===== src/hw/rtl/grid_dda_raycast_column_unit_defines.svh =====
// Assertion macros for the column raycaster.
`ifndef GRID_DDA_RAYCAST_COLUMN_UNIT_DEFINES_SVH
`define GRID_DDA_RAYCAST_COLUMN_UNIT_DEFINES_SVH
`ifndef SYNTH
`define GDR_ASSERT_IMPL(label, clk, rst, cond) \
  label: assert property (@(posedge clk) disable iff (rst) (cond)) else $error("%m failed");
`define GDR_ASSERT_NEXT(label, clk, rst, pre, post) \
  label: assert property (@(posedge clk) disable iff (rst) (pre) |=> (post)) else $error("%m failed");
`else
`define GDR_ASSERT_IMPL(label, clk, rst, cond)
`define GDR_ASSERT_NEXT(label, clk, rst, pre, post)
`endif
`endif


===== src/hw/rtl/gdr_pkg.sv =====
`default_nettype none
package gdr_pkg;
  localparam int unsigned CellFrac = 12;
  localparam int unsigned OffW = 20;
  localparam int unsigned RayW = 20;
  localparam int unsigned ProdW = OffW + RayW;
  localparam int unsigned NumW = 16;
  localparam int unsigned DenW = 19;
  localparam int unsigned LhW = 14;
endpackage
`default_nettype wire


===== src/hw/rtl/grid_dda_raycast_column_unit.sv =====
`default_nettype none
// Wall-column raycaster. Each input transfer names a screen column and the
// viewer's position, direction and camera plane; the unit forms the ray for
// that column, walks the bitmap grid cell by cell with exact DDA (one shared
// 20x20 multiplier compares the two side distances, one product per cycle)
// and on a wall hit divides once with a bit-serial divider to get the slice
// height. Set-up runs through the accept state, then cam and the two ray
// components; the walk takes at most 2*MAP_SIZE+2 grid steps, and a skipped
// ray or a short walk reaches the output without the divide or with fewer
// steps.
// The unit holds one item at a time; tready on the input is low while an
// item is in work or its result waits on the output. The wall bitmap is
// written through cfg_valid/cfg_ready while the unit is idle.
`include "grid_dda_raycast_column_unit_defines.svh"
module grid_dda_raycast_column_unit #(
  parameter int unsigned MAP_SIZE = 8,
  parameter int unsigned SCREEN_W = 1280,
  parameter int unsigned SCREEN_H = 720
) (
  input  wire logic         clk,
  input  wire logic         rst,
  input  wire logic         cfg_valid,
  output logic              cfg_ready,
  input  wire logic [63:0]  cfg_data,
  input  wire logic         s_axis_tvalid,
  output logic              s_axis_tready,
  // column[10:0], pos_x[25:11], pos_y[40:26], dir_x[56:41], dir_y[72:57],
  // plane_x[88:73], plane_y[104:89], zero fill to 112 bits
  input  wire logic [111:0] s_axis_tdata,
  output logic              m_axis_tvalid,
  input  wire logic         m_axis_tready,
  // out_column[10:0], draw_start[20:11], draw_end[30:21], shaded[31],
  // skipped[32], hit[33], zero fill to 40 bits
  output logic [39:0]       m_axis_tdata
);
  localparam int unsigned PW = gdr_pkg::ProdW;
  localparam int unsigned QW = 32;
  localparam int unsigned CamShift = 23;
  localparam longint unsigned CamRecip =
    ((64'd1 << (CamShift + 17)) + 64'(SCREEN_W) - 64'd1) / 64'(SCREEN_W);
  localparam logic [2:0] S_IDLE = 3'd0, S_CAMX = 3'd1, S_CAMY = 3'd2,
                         S_SETUP = 3'd3, S_MA = 3'd4, S_MB = 3'd5,
                         S_DIV = 3'd6, S_OUT = 3'd7;

  logic [2:0]  state;
  logic [63:0] wall_bitmap;
  logic [10:0] column;
  logic [14:0] pos_x, pos_y;
  logic signed [15:0] dir_x, dir_y, plane_x, plane_y;
  logic signed [18:0] cam;
  logic signed [gdr_pkg::RayW-1:0] ray_x, ray_y;
  logic [gdr_pkg::OffW-1:0] off_x, off_y;
  logic signed [4:0] mx, my;
  logic [4:0]  steps;
  logic        xside;
  logic [PW-1:0] prod_a;
  logic signed [35:0] cam_prod;
  logic        div_start, div_done;
  logic [QW-1:0] div_quot;
  logic [QW-1:0] div_num;
  logic [gdr_pkg::NumW+1:0] numv;
  logic [10:0] out_column;
  logic [9:0]  draw_start, draw_end;
  logic        shaded, skipped, hit;

  // cam for this column, exact floor of 2*col*65536/SCREEN_W, by multiplying
  // with a rounded-up reciprocal; the error stays below one step of the
  // quotient for every 11-bit column.
  logic [17:0] cam_u;
  assign cam_u = 18'((64'(column) * CamRecip) >> CamShift);

  // plane*cam in the set-up cycles; the side compare products come from the
  // walk multiplier below.
  logic [19:0] ax, ay;
  assign ax = ray_x[19] ? 20'(-ray_x) : 20'(ray_x);
  assign ay = ray_y[19] ? 20'(-ray_y) : 20'(ray_y);
  logic [gdr_pkg::OffW-1:0] m_l;
  logic [19:0] m_r;
  always_comb begin
    m_l = (state == S_MA) ? off_x : off_y;
    m_r = (state == S_MA) ? ay : ax;
  end
  assign cam_prod = ((state == S_CAMY) ? plane_x : plane_y) * cam;
  logic [PW-1:0] mprod;
  assign mprod = PW'(m_l) * PW'(m_r);

  logic signed [19:0] cam_term;
  assign cam_term = 20'(cam_prod >>> 16);

  logic xside_next;
  assign xside_next = prod_a < mprod;
  logic signed [5:0] nx, ny;
  assign nx = xside_next ? 6'(mx) + (ray_x[19] ? -6'sd1 : 6'sd1) : 6'(mx);
  assign ny = xside_next ? 6'(my) : 6'(my) + (ray_y[19] ? -6'sd1 : 6'sd1);
  logic out_map;
  assign out_map = nx < 0 || ny < 0 || nx >= $signed(6'(MAP_SIZE)) ||
                   ny >= $signed(6'(MAP_SIZE));
  logic wall;
  assign wall = wall_bitmap[6'(ny[2:0]) * 6'd8 + 6'(nx[2:0])];

  // wall distance numerator; boundary of the entered cell on the near side
  logic signed [17:0] bnd;
  always_comb begin
    if (xside) bnd = 18'(mx) * 18'sd4096 - 18'(pos_x) + (ray_x[19] ? 18'sd4096 : 18'sd0);
    else       bnd = 18'(my) * 18'sd4096 - 18'(pos_y) + (ray_y[19] ? 18'sd4096 : 18'sd0);
    numv = bnd[17] ? 18'(-bnd) : 18'(bnd);
  end
  assign div_num = QW'(SCREEN_H) * QW'(xside ? ax : ay);

  gdr_divider #(.NW(QW), .DW(gdr_pkg::NumW + 4)) u_div (
    .clk(clk), .rst(rst), .start(div_start), .numer(div_num),
    .denom((gdr_pkg::NumW + 4)'({numv, 2'b00})), .done(div_done), .quot(div_quot)
  );

  logic [QW-1:0] lh_sat;
  assign lh_sat = (div_quot > QW'(2 * SCREEN_H)) ? QW'(2 * SCREEN_H) : div_quot;

  assign s_axis_tready = (state == S_IDLE);
  assign cfg_ready = (state == S_IDLE);
  assign m_axis_tvalid = (state == S_OUT);
  assign m_axis_tdata = {6'd0, hit, skipped, shaded, draw_end, draw_start, out_column};

  always_ff @(posedge clk) begin
    if (rst) begin
      state <= S_IDLE;
      wall_bitmap <= '0;
      div_start <= 1'b0;
    end else begin
      div_start <= 1'b0;
      case (state)
        S_IDLE: begin
          if (cfg_valid) wall_bitmap <= cfg_data;
          if (s_axis_tvalid) begin
            column <= s_axis_tdata[10:0];
            pos_x <= s_axis_tdata[25:11];
            pos_y <= s_axis_tdata[40:26];
            dir_x <= s_axis_tdata[56:41];
            dir_y <= s_axis_tdata[72:57];
            plane_x <= s_axis_tdata[88:73];
            plane_y <= s_axis_tdata[104:89];
            state <= S_CAMX;
          end
        end
        S_CAMX: begin
          cam <= $signed({1'b0, cam_u}) - 19'sd65536;
          state <= S_CAMY;
        end
        S_CAMY: begin
          ray_x <= 20'(dir_x) + cam_term;
          state <= S_SETUP;
        end
        S_SETUP: begin
          ray_y <= 20'(dir_y) + cam_term;
          mx <= 5'(pos_x[14:12]);
          my <= 5'(pos_y[14:12]);
          steps <= '0;
          out_column <= column;
          draw_start <= '0; draw_end <= '0; shaded <= 1'b0; hit <= 1'b0;
          skipped <= 1'b0;
          if (ray_x == 0 || (20'(dir_y) + cam_term) == 0) begin
            skipped <= 1'b1;
            state <= S_OUT;
          end else begin
            off_x <= ray_x[19] ? 20'(pos_x[11:0]) : 20'(13'd4096 - 13'(pos_x[11:0]));
            off_y <= (20'(dir_y) + cam_term) < 0 ? 20'(pos_y[11:0])
                     : 20'(13'd4096 - 13'(pos_y[11:0]));
            state <= S_MA;
          end
        end
        S_MA: begin
          prod_a <= mprod;
          state <= S_MB;
        end
        S_MB: begin
          xside <= xside_next;
          mx <= 5'(nx); my <= 5'(ny);
          if (xside_next) off_x <= off_x + 20'd4096;
          else            off_y <= off_y + 20'd4096;
          steps <= steps + 1'b1;
          if (out_map) state <= S_OUT;
          else if (wall) begin
            div_start <= 1'b1;
            state <= S_DIV;
          end else if (steps == 5'(2 * MAP_SIZE + 1)) state <= S_OUT;
          else state <= S_MA;
        end
        S_DIV: begin
          if (div_done) begin
            hit <= 1'b1;
            shaded <= xside;
            draw_start <= (lh_sat / 2 >= QW'(SCREEN_H / 2)) ? 10'd0
                          : 10'(QW'(SCREEN_H / 2) - lh_sat / 2);
            draw_end <= (lh_sat / 2 + QW'(SCREEN_H / 2) > QW'(SCREEN_H - 1))
                        ? 10'(SCREEN_H - 1) : 10'(lh_sat / 2 + QW'(SCREEN_H / 2));
            state <= S_OUT;
          end
        end
        S_OUT: if (m_axis_tready) state <= S_IDLE;
        default: state <= S_IDLE;
      endcase
    end
  end

  `GDR_ASSERT_IMPL(a_skip_no_hit, clk, rst, !(m_axis_tvalid && skipped && hit))
  `GDR_ASSERT_IMPL(a_shade_needs_hit, clk, rst, !(m_axis_tvalid && shaded && !hit))
  `GDR_ASSERT_NEXT(a_hold, clk, rst, m_axis_tvalid && !m_axis_tready, m_axis_tvalid)
endmodule
`default_nettype wire


===== src/hw/rtl/gdr_divider.sv =====
`default_nettype none
// Restoring divider, one quotient bit per cycle.
module gdr_divider #(
  parameter int unsigned NW = 32,
  parameter int unsigned DW = 20
) (
  input  wire logic          clk,
  input  wire logic          rst,
  input  wire logic          start,
  input  wire logic [NW-1:0] numer,
  input  wire logic [DW-1:0] denom,
  output logic               done,
  output logic [NW-1:0]      quot
);
  localparam int unsigned CW = $clog2(NW + 1);
  logic [CW-1:0] count;
  logic          busy;
  logic [NW-1:0] q;
  logic [DW:0]   rem;
  logic [DW:0]   trial;
  logic          fits;

  assign trial = {rem[DW-1:0], q[NW-1]};
  assign fits = trial >= {1'b0, denom};

  always_ff @(posedge clk) begin
    if (rst) begin
      busy <= 1'b0;
      done <= 1'b0;
      count <= '0;
    end else begin
      done <= 1'b0;
      if (start) begin
        busy <= 1'b1;
        count <= CW'(NW);
        q <= numer;
        rem <= '0;
      end else if (busy) begin
        rem <= fits ? trial - {1'b0, denom} : trial;
        q <= {q[NW-2:0], fits};
        count <= count - 1'b1;
        if (count == CW'(1)) begin
          busy <= 1'b0;
          done <= 1'b1;
        end
      end
    end
  end
  assign quot = q;
endmodule
`default_nettype wire

===== config.mk =====
export PLATFORM = sky130hd
export DESIGN_NAME = grid_dda_raycast_column_unit
export DESIGN_NICKNAME = d
export VERILOG_FILES = /design/src/hw/rtl/gdr_pkg.sv /design/src/hw/rtl/grid_dda_raycast_column_unit.sv /design/src/hw/rtl/gdr_divider.sv
export VERILOG_INCLUDE_DIRS = /design/src /design/src/hw/rtl
export SDC_FILE = /design/constraint.sdc
export NUM_CORES = 2
export LEC_CHECK = 0
export ABC_CLOCK_PERIOD_IN_PS = 14300
export BUFFER_PORTS_ARGS = -buffer_cell sky130_fd_sc_hd__buf_2
export CORE_ASPECT_RATIO = 0.8
export CORE_UTILIZATION = 60
export DETAILED_ROUTE_END_ITERATION = 8
export GPL_ROUTABILITY_DRIVEN = 0
export GPL_TIMING_DRIVEN = 0
export PLACE_DENSITY_LB_ADDON = 0.25
export SYNTH_ARGS = -nofsm -noshare
export SYNTH_HDL_FRONTEND = slang
export SYNTH_HIERARCHICAL = 1
export SYNTH_SLANG_ARGS = --single-unit

===== constraint.sdc =====
create_clock -name clk -period 14.3 [get_ports clk]
set_clock_uncertainty 0.2 [all_clocks]
set_input_delay 0.715 -clock clk [delete_from_list [all_inputs] [get_ports clk]]
set_output_delay 0.715 -clock clk [all_outputs]
set_load 0.01 [all_outputs]

Yosys cells after proc, flatten, opt, wreduce, memory -nomap -nowiden
Index checks and enable logic that the tools add are counted.
- order comparisons: 11
- eq/ne operators: 15
- multiplexer cells: 58
- reductions and logical operators: 26
- add/subtract/negate cells: 23
- bitwise logic cells: 3
- multipliers: 4
- operators by type and width (cell ; count):
    2-to-1 mux 20 bit ; 13
    2-to-1 mux 32 bit ; 3
    one-hot mux 20 bit (2 select lines) ; 2
    zero test 32 bit ; 2
    adder 16 x 20 -> 20 bit ; 2
    adder 20 x 13 -> 20 bit, second input constant ; 2
    < comparator 40 bit ; 1
    multiplier 20 x 20 -> 40 bit ; 1
    2-to-1 mux 10 bit ; 4
    negation 20 bit ; 2
    one-hot mux 10 bit (2 select lines) ; 2
    multiplier 11 x 28 -> 39 bit, second input constant ; 1
    adder 18 x 13 -> 18 bit ; 2
    multiplier 36 x 19 -> 36 bit ; 1
    2-to-1 mux 18 bit ; 2
    2-to-1 mux 36 bit ; 1
    2-to-1 mux 6 bit ; 6
    subtractor 17 x 16 -> 18 bit ; 2
    adder 31 x 9 -> 32 bit, second input constant ; 1
    > comparator 32 x 10 -> 1 bit, second input constant ; 1
    > comparator 32 x 11 -> 1 bit, second input constant ; 1
    >= comparator 31 x 9 -> 1 bit, second input constant ; 1
    one-hot mux 5 bit (2 select lines) ; 3
    subtractor 13 x 12 -> 14 bit, first input constant ; 2
    38 further kinds ; 82
- bits of input ports: 181
- register bits: 422
- output and inout bits: 43

Longest topological paths before layout
- word-level depth: 12
- mapped depth: 51
- gate-level depth less buffers: 49

By module
The synthesis kept the hierarchy.
- by module, submodules not included (module ; cells an instance ; instances ; area an instance (µm²) ; seq. area each (µm²)):
    grid_dda_raycast_column_unit ; 5284 ; 1 ; 49522.5 ; 10189.8
    gdr_divider ; 359 ; 1 ; 3832.4 ; 1721.7

Worst setup path after synthesis
No wires, ideal clock.
- kind: flip-flop to flip-flop
- start: register ray_x[7] (netlist bit)
- end: register state[0]
- setup time: 128 ps
- stages on the path, launching flop included: 47
- arrival: 11939 ps
- setup slack: 2033 ps
- cell sequence: edfxtp_1 or4_1 nor4_1 nand2b_1 or4_1 o21ai_0 xor2_1 nand2_1 o21a_1 clkbuf_1 nand2_1 fa_1 fa_1 inv_1 fa_1 fa_1 fa_1 fa_1 (+11 left out) o2111ai_1 or3_1 a311o_1 xnor2_1 ha_1 and4_1 a221oi_2 nand2_1 a21o_2 inv_2 buf_4 mux2_1 o2111ai_1 nand4_1 a221oi_1 o211ai_1 a211oi_2 o41ai_2
- longest elaborated chain between the ends: 12
- elaborated cells between the ends (all ways): 23
- those cells by class: 2 x add/sub; 1 x mul; 5 x order compare; 10 x mux; 5 x reduce/logical
- RTL lines (what ; RTL line ; text):
    from (decl) ; grid_dda_raycast_column_unit.sv:51 ; logic signed [gdr_pkg::RayW-1:0] ray_x, ray_y;
    from (signal assigned) ; grid_dda_raycast_column_unit.sv:149 ; ray_x <= 20'(dir_x) + cam_term;
    negation 20 bit ; grid_dda_raycast_column_unit.sv:75 ; assign ax = ray_x[19] ? 20'(-ray_x) : 20'(ray_x);
    2-to-1 mux 20 bit ; grid_dda_raycast_column_unit.sv:75 ;
    2-to-1 mux 20 bit ; grid_dda_raycast_column_unit.sv:81 ; m_r = (state == S_MA) ? ay : ax;
    multiplier 20 x 20 -> 40 bit ; grid_dda_raycast_column_unit.sv:85 ; assign mprod = PW'(m_l) * PW'(m_r);
    < comparator 40 bit ; grid_dda_raycast_column_unit.sv:91 ; assign xside_next = prod_a < mprod;
    2-to-1 mux 6 bit (on tied branches) ; grid_dda_raycast_column_unit.sv:93, grid_dda_raycast_column_unit.sv:94 ;
    adder 6 x 3 -> 6 bit / < comparator 6 x 1 -> 1 bit (equally long branches) ; grid_dda_raycast_column_unit.sv:99, grid_dda_raycast_column_unit.sv:96 ;
    binary-select mux 1 bit (select 6 bit) / logical OR 1 bit (equally long branches) ; grid_dda_raycast_column_unit.sv:99, grid_dda_raycast_column_unit.sv:96 ;
    2-to-1 mux 1 bit (not written as such) / logical OR 1 bit (equally long branches) ; grid_dda_raycast_column_unit.sv:99, grid_dda_raycast_column_unit.sv:96 ;
    2-to-1 mux 2 bit / logical OR 1 bit (equally long branches) ; grid_dda_raycast_column_unit.sv:181, grid_dda_raycast_column_unit.sv:96 ;
    2-to-1 mux 2 bit ; grid_dda_raycast_column_unit.sv:180 ; if (out_map) state <= S_OUT;
    one-hot mux 3 bit (8 select lines) (*) ; grid_dda_raycast_column_unit.sv:130 ; case (state)
    to (signal assigned) ; grid_dda_raycast_column_unit.sv:180 ;
    to (signal assigned) ; grid_dda_raycast_column_unit.sv:183 ; state <= S_DIV;
    to (signal assigned) ; grid_dda_raycast_column_unit.sv:184 ; end else if (steps == 5'(2 * MAP_SIZE + 1)) state <= S_OUT;
    to (decl) ; grid_dda_raycast_column_unit.sv:45 ; logic [2:0] state;
Mark *: on every way between the ends. The rest lies on a longest branch, timed or not. The select of a mux whose other input is x is not followed.
A chain may end at the register's enable or synchronous reset.

Worst setup path in the final report
- start: register ray_x[7] (netlist bit)
- end: register div_start
- longest elaborated chain between the ends: 11
- elaborated cells between the ends (all ways): 19
- those cells by class: 2 x add/sub; 1 x mul; 5 x order compare; 7 x mux; 4 x reduce/logical
- RTL lines (what ; RTL line ; text):
    negation 20 bit ; grid_dda_raycast_column_unit.sv:75 ;
    2-to-1 mux 20 bit (*) ; grid_dda_raycast_column_unit.sv:75 ;
    2-to-1 mux 20 bit (*) ; grid_dda_raycast_column_unit.sv:81 ;
    multiplier 20 x 20 -> 40 bit (*) ; grid_dda_raycast_column_unit.sv:85 ;
    < comparator 40 bit (*) ; grid_dda_raycast_column_unit.sv:91 ;
    parallel branches: the longest is 6 deep, another holds adder 6 x 3 -> 6 bit ; - ;
    to (signal assigned) ; grid_dda_raycast_column_unit.sv:127 ; div_start <= 1'b0;
    to (signal assigned) ; grid_dda_raycast_column_unit.sv:129 ; div_start <= 1'b0;
    to (signal assigned) ; grid_dda_raycast_column_unit.sv:182 ; div_start <= 1'b1;
    to (decl) ; grid_dda_raycast_column_unit.sv:58 ; logic div_start, div_done;
Mark *: on every way between the ends. The select of a mux whose other input is x is not followed.

==> out/qor.txt <==
Avg WL per Cell: 19.9 um
CP startpoint kind: flop
Mapped Area: 53400 sq um
Status: completed
Met2 usage: 0.459
Vias in the first global route: 40500
1st-pass router iterations: 8
Die area: 90100 sq um
Htree depth: 2
Crit Path Class: flop to flop
Worst-Skew Late Latency: 0.63 ns
Busiest grt layer: met1
Cell type with the highest aggregate area in the netlist: fa_1
Worst slack, placed: -0.383 ns
CTS Root Cell: clkbuf_16
CP peak stage delay: 0.65 ns
Dominant synthesized flop cell: edfxtp_1
Final hold violation count: 0
Final period util: 0.973
Deepest clock path buffer count: 3
NumNets Final: 7347
Num rows: 97
Die Width: 335 um
Worst reg2reg startpoint: ray_x[7]
Clk slew on worst S/H paths: 0.06 ns
Avg Inst Size Synth: 9.46 sq um
Initial Util: 0.608
Syn Inst Count: 5643
Ports: 224
Vias per inst: 5.76
Fin area: 58000 sq um
Final setup fails: 0
CTS tree: yes
Syn. warnings: 6
Relative slew slack: 0.0670
GRT Residual Overflow: 0
Min-Delay Path Depth: 1
Synth area leaders: fa_1 (27%), edfxtp_1 (19%), ha_1 (12%)
Hold Path Class: input port to flop
DR DRC count: 0
1st-iter DRT viols: 3762
Initial antenna violation count: 12
Final WS setup: 0.390 ns
Port bufs: 210
Post-route ant nets: 0
Number of flops mapped to enable cells by yosys: 346
Largest net degree at the start of global routing: 50
DP Wirelength: 118000 um
Core Util, Final: 0.661
Post-CTS Hold Fix Bufs: 0
Worst reg-to-reg path cell count: 45
Commonest cells post-synth: inv_1 (1015), fa_1 (721), nand2_1 (716)
Layout cells sized above 1: 0.0773
Die H: 269 um
CP startpoint: ray_x[7]
RR Endpoint: div_start
Core area: 87700 sq um
Max-slew violations: 0
CP max stage cell: or4_1
Share of flip-flops with an asynchronous set or reset: 0
#FFs+latches synth: 422
Clk sink count: 422
Most frequent cell after synthesis: inv_1
Fillers: 6994
Sequential share of the synthesized area: 0.223
Hold endpoint: pos_y[12]
Met1 usage in global routing: 0.467
Top cell type's share of synthesized area: 0.271
Crit path max fanout: 10
GR Layer Usage met3: 0.0888
Synth unique cells: 101
CP endpoint kind: flop
Synth-to-Final Area Change: 8.64%
Crit path required time: 14.64 ns
Setup slack, reg-to-reg: 0.39 ns
Min cycle time layout: 13.91 ns
Max_cap viols: 0
Global-route wire length before repair: 224000 um
Most common cell on crit path: fa_1
Vias: 41200
Arrival time at the worst endpoint: 14.25 ns
Highest clock rate: 0.0719 GHz
Hold_sp: s_axis_tdata[38]
Post-Route WL: 142000 um
Measured slew at the worst slew-check pin: 1.39 ns
GRT Total Usage: 0.321
Cts bufs inserted: 47
Area after DPL: 56200 sq um
[registers in the layout, indices dropped and copies added, names as in the netlist, 15 cells and up]
| register | count |
|---|---|
| plane_y | 16 |
| wall_bitmap | 64 |
| cam | 19 |
| u_div/rem | 20 |
| ray_y | 20 |
| off_x | 20 |
| prod_a | 40 |
| off_y | 20 |
| pos_x | 15 |
| plane_x | 16 |
| u_div/quot | 32 |
| dir_x | 16 |
| ray_x | 20 |
| dir_y | 16 |
| pos_y | 15 |
[metal layers]
layer  vias up  share of wire
li1      18800              -
met1     20000           0.43
met2      2086           0.42
met3       323           0.11
met4        14          0.038
met5         -        0.00055
[area by class of cell]
cell class / instances / area [sq um] / area share
antenna: 3 / 7.51 / 0.000130
buffer: 188 / 817 / 0.0141
clock buffer: 56 / 1250 / 0.0216
clock inverter: 28 / 272 / 0.00468
inverter: 1019 / 3820 / 0.0660
multi-input combinational: 4026 / 37100 / 0.640
sequential: 422 / 11900 / 0.205
tap: 1188 / 1490 / 0.0256
timing repair buffer: 227 / 1310 / 0.0225
[per-stage QoR]
stage | setup TNS (ns) | cells | hold WS, ns
2_1_floorplan | 0 | 5657 | 0.236
3_3_place_gp | -0.379 | 7055 | 0.242
3_5_place_dp | -1.02 | 7066 | 0.249
4_1_cts | 0 | 7150 | 0.0391
5_1_grt | -0.0104 | 7157 | 0.0522
6_report | 0 | 7157 | 0.0630
[how the worst max path moves through the flow]
stage | to | cells past startpoint | slack [ns]
5_1_grt | div_start | 45 | -0.01
6_report | div_start | 45 | 0.39
3_5_place_dp | div_start | 49 | -0.38
2_1_floorplan | state[0] | 46 | 2.03
3_3_place_gp | div_start | 45 | -0.18
4_1_cts | div_start | 49 | 0.02
[cell usage in the layout, fill, tap and decap left out, types with 11 or more instances in the layout]
cell type  instances
buf_1             13
o21a_1            23
buf_2            217
a31oi_1           27
nand2b_1          27
clkbuf_1         145
nor4_1            21
fa_1             721
inv_1           1015
o31ai_1           22
ha_1             514
buf_4             19
o2111ai_1         16
clkbuf_2          12
clkbuf_16         48
o211ai_1          16
a211oi_1          28
edfxtp_1         346
a21oi_1          250
a21o_1            54
or4_1             16
o21ai_0          114
nand2_1          715
xor2_1           113
and3_1            41
mux2i_1           82
conb_1            15
o21bai_1          16
or2_2             14
mux2_2            45
nand4_1           28
o22ai_1           11
nor2_1           396
nand3_1           68
xnor2_1          148
and2_1           182
or3_1             21
dfxtp_1           76
nor3_1            59
nor2b_1           54
[worst max-delay path, delay by kind of cell (launching register included)]
family | cells | cell delay [ns]
compound gates | 15 | 4.09
xor+xnor | 2 | 0.55
fa+ha+maj | 9 | 4.30
buf+inv | 6 | 0.68
flops | 1 | 0.48
mux | 1 | 0.42
simple gates | 12 | 3.08
[logic make-up after synthesis]
logic type               share of synthesized area
other                                    0.0000703
XOR/XNOR                                    0.0434
adder cells (fa/ha/maj)                      0.391
flip-flops                                   0.223
AND/OR/NAND/NOR                              0.145
buffers and inverters                       0.0869
multiplexers                                0.0270
AO/OA/AOI/OAI                               0.0833
[what timing repair did]
item / CTS / global route
resized for setup: 5 / 52
pin swaps: 0 / 4
setup buffers: 0 / 6
setup endpoints to repair: 3 / 40
Power is left out: the tool's default activity adds up to more than one toggle a clock period on the data nets, which glitch-free logic cannot reach.
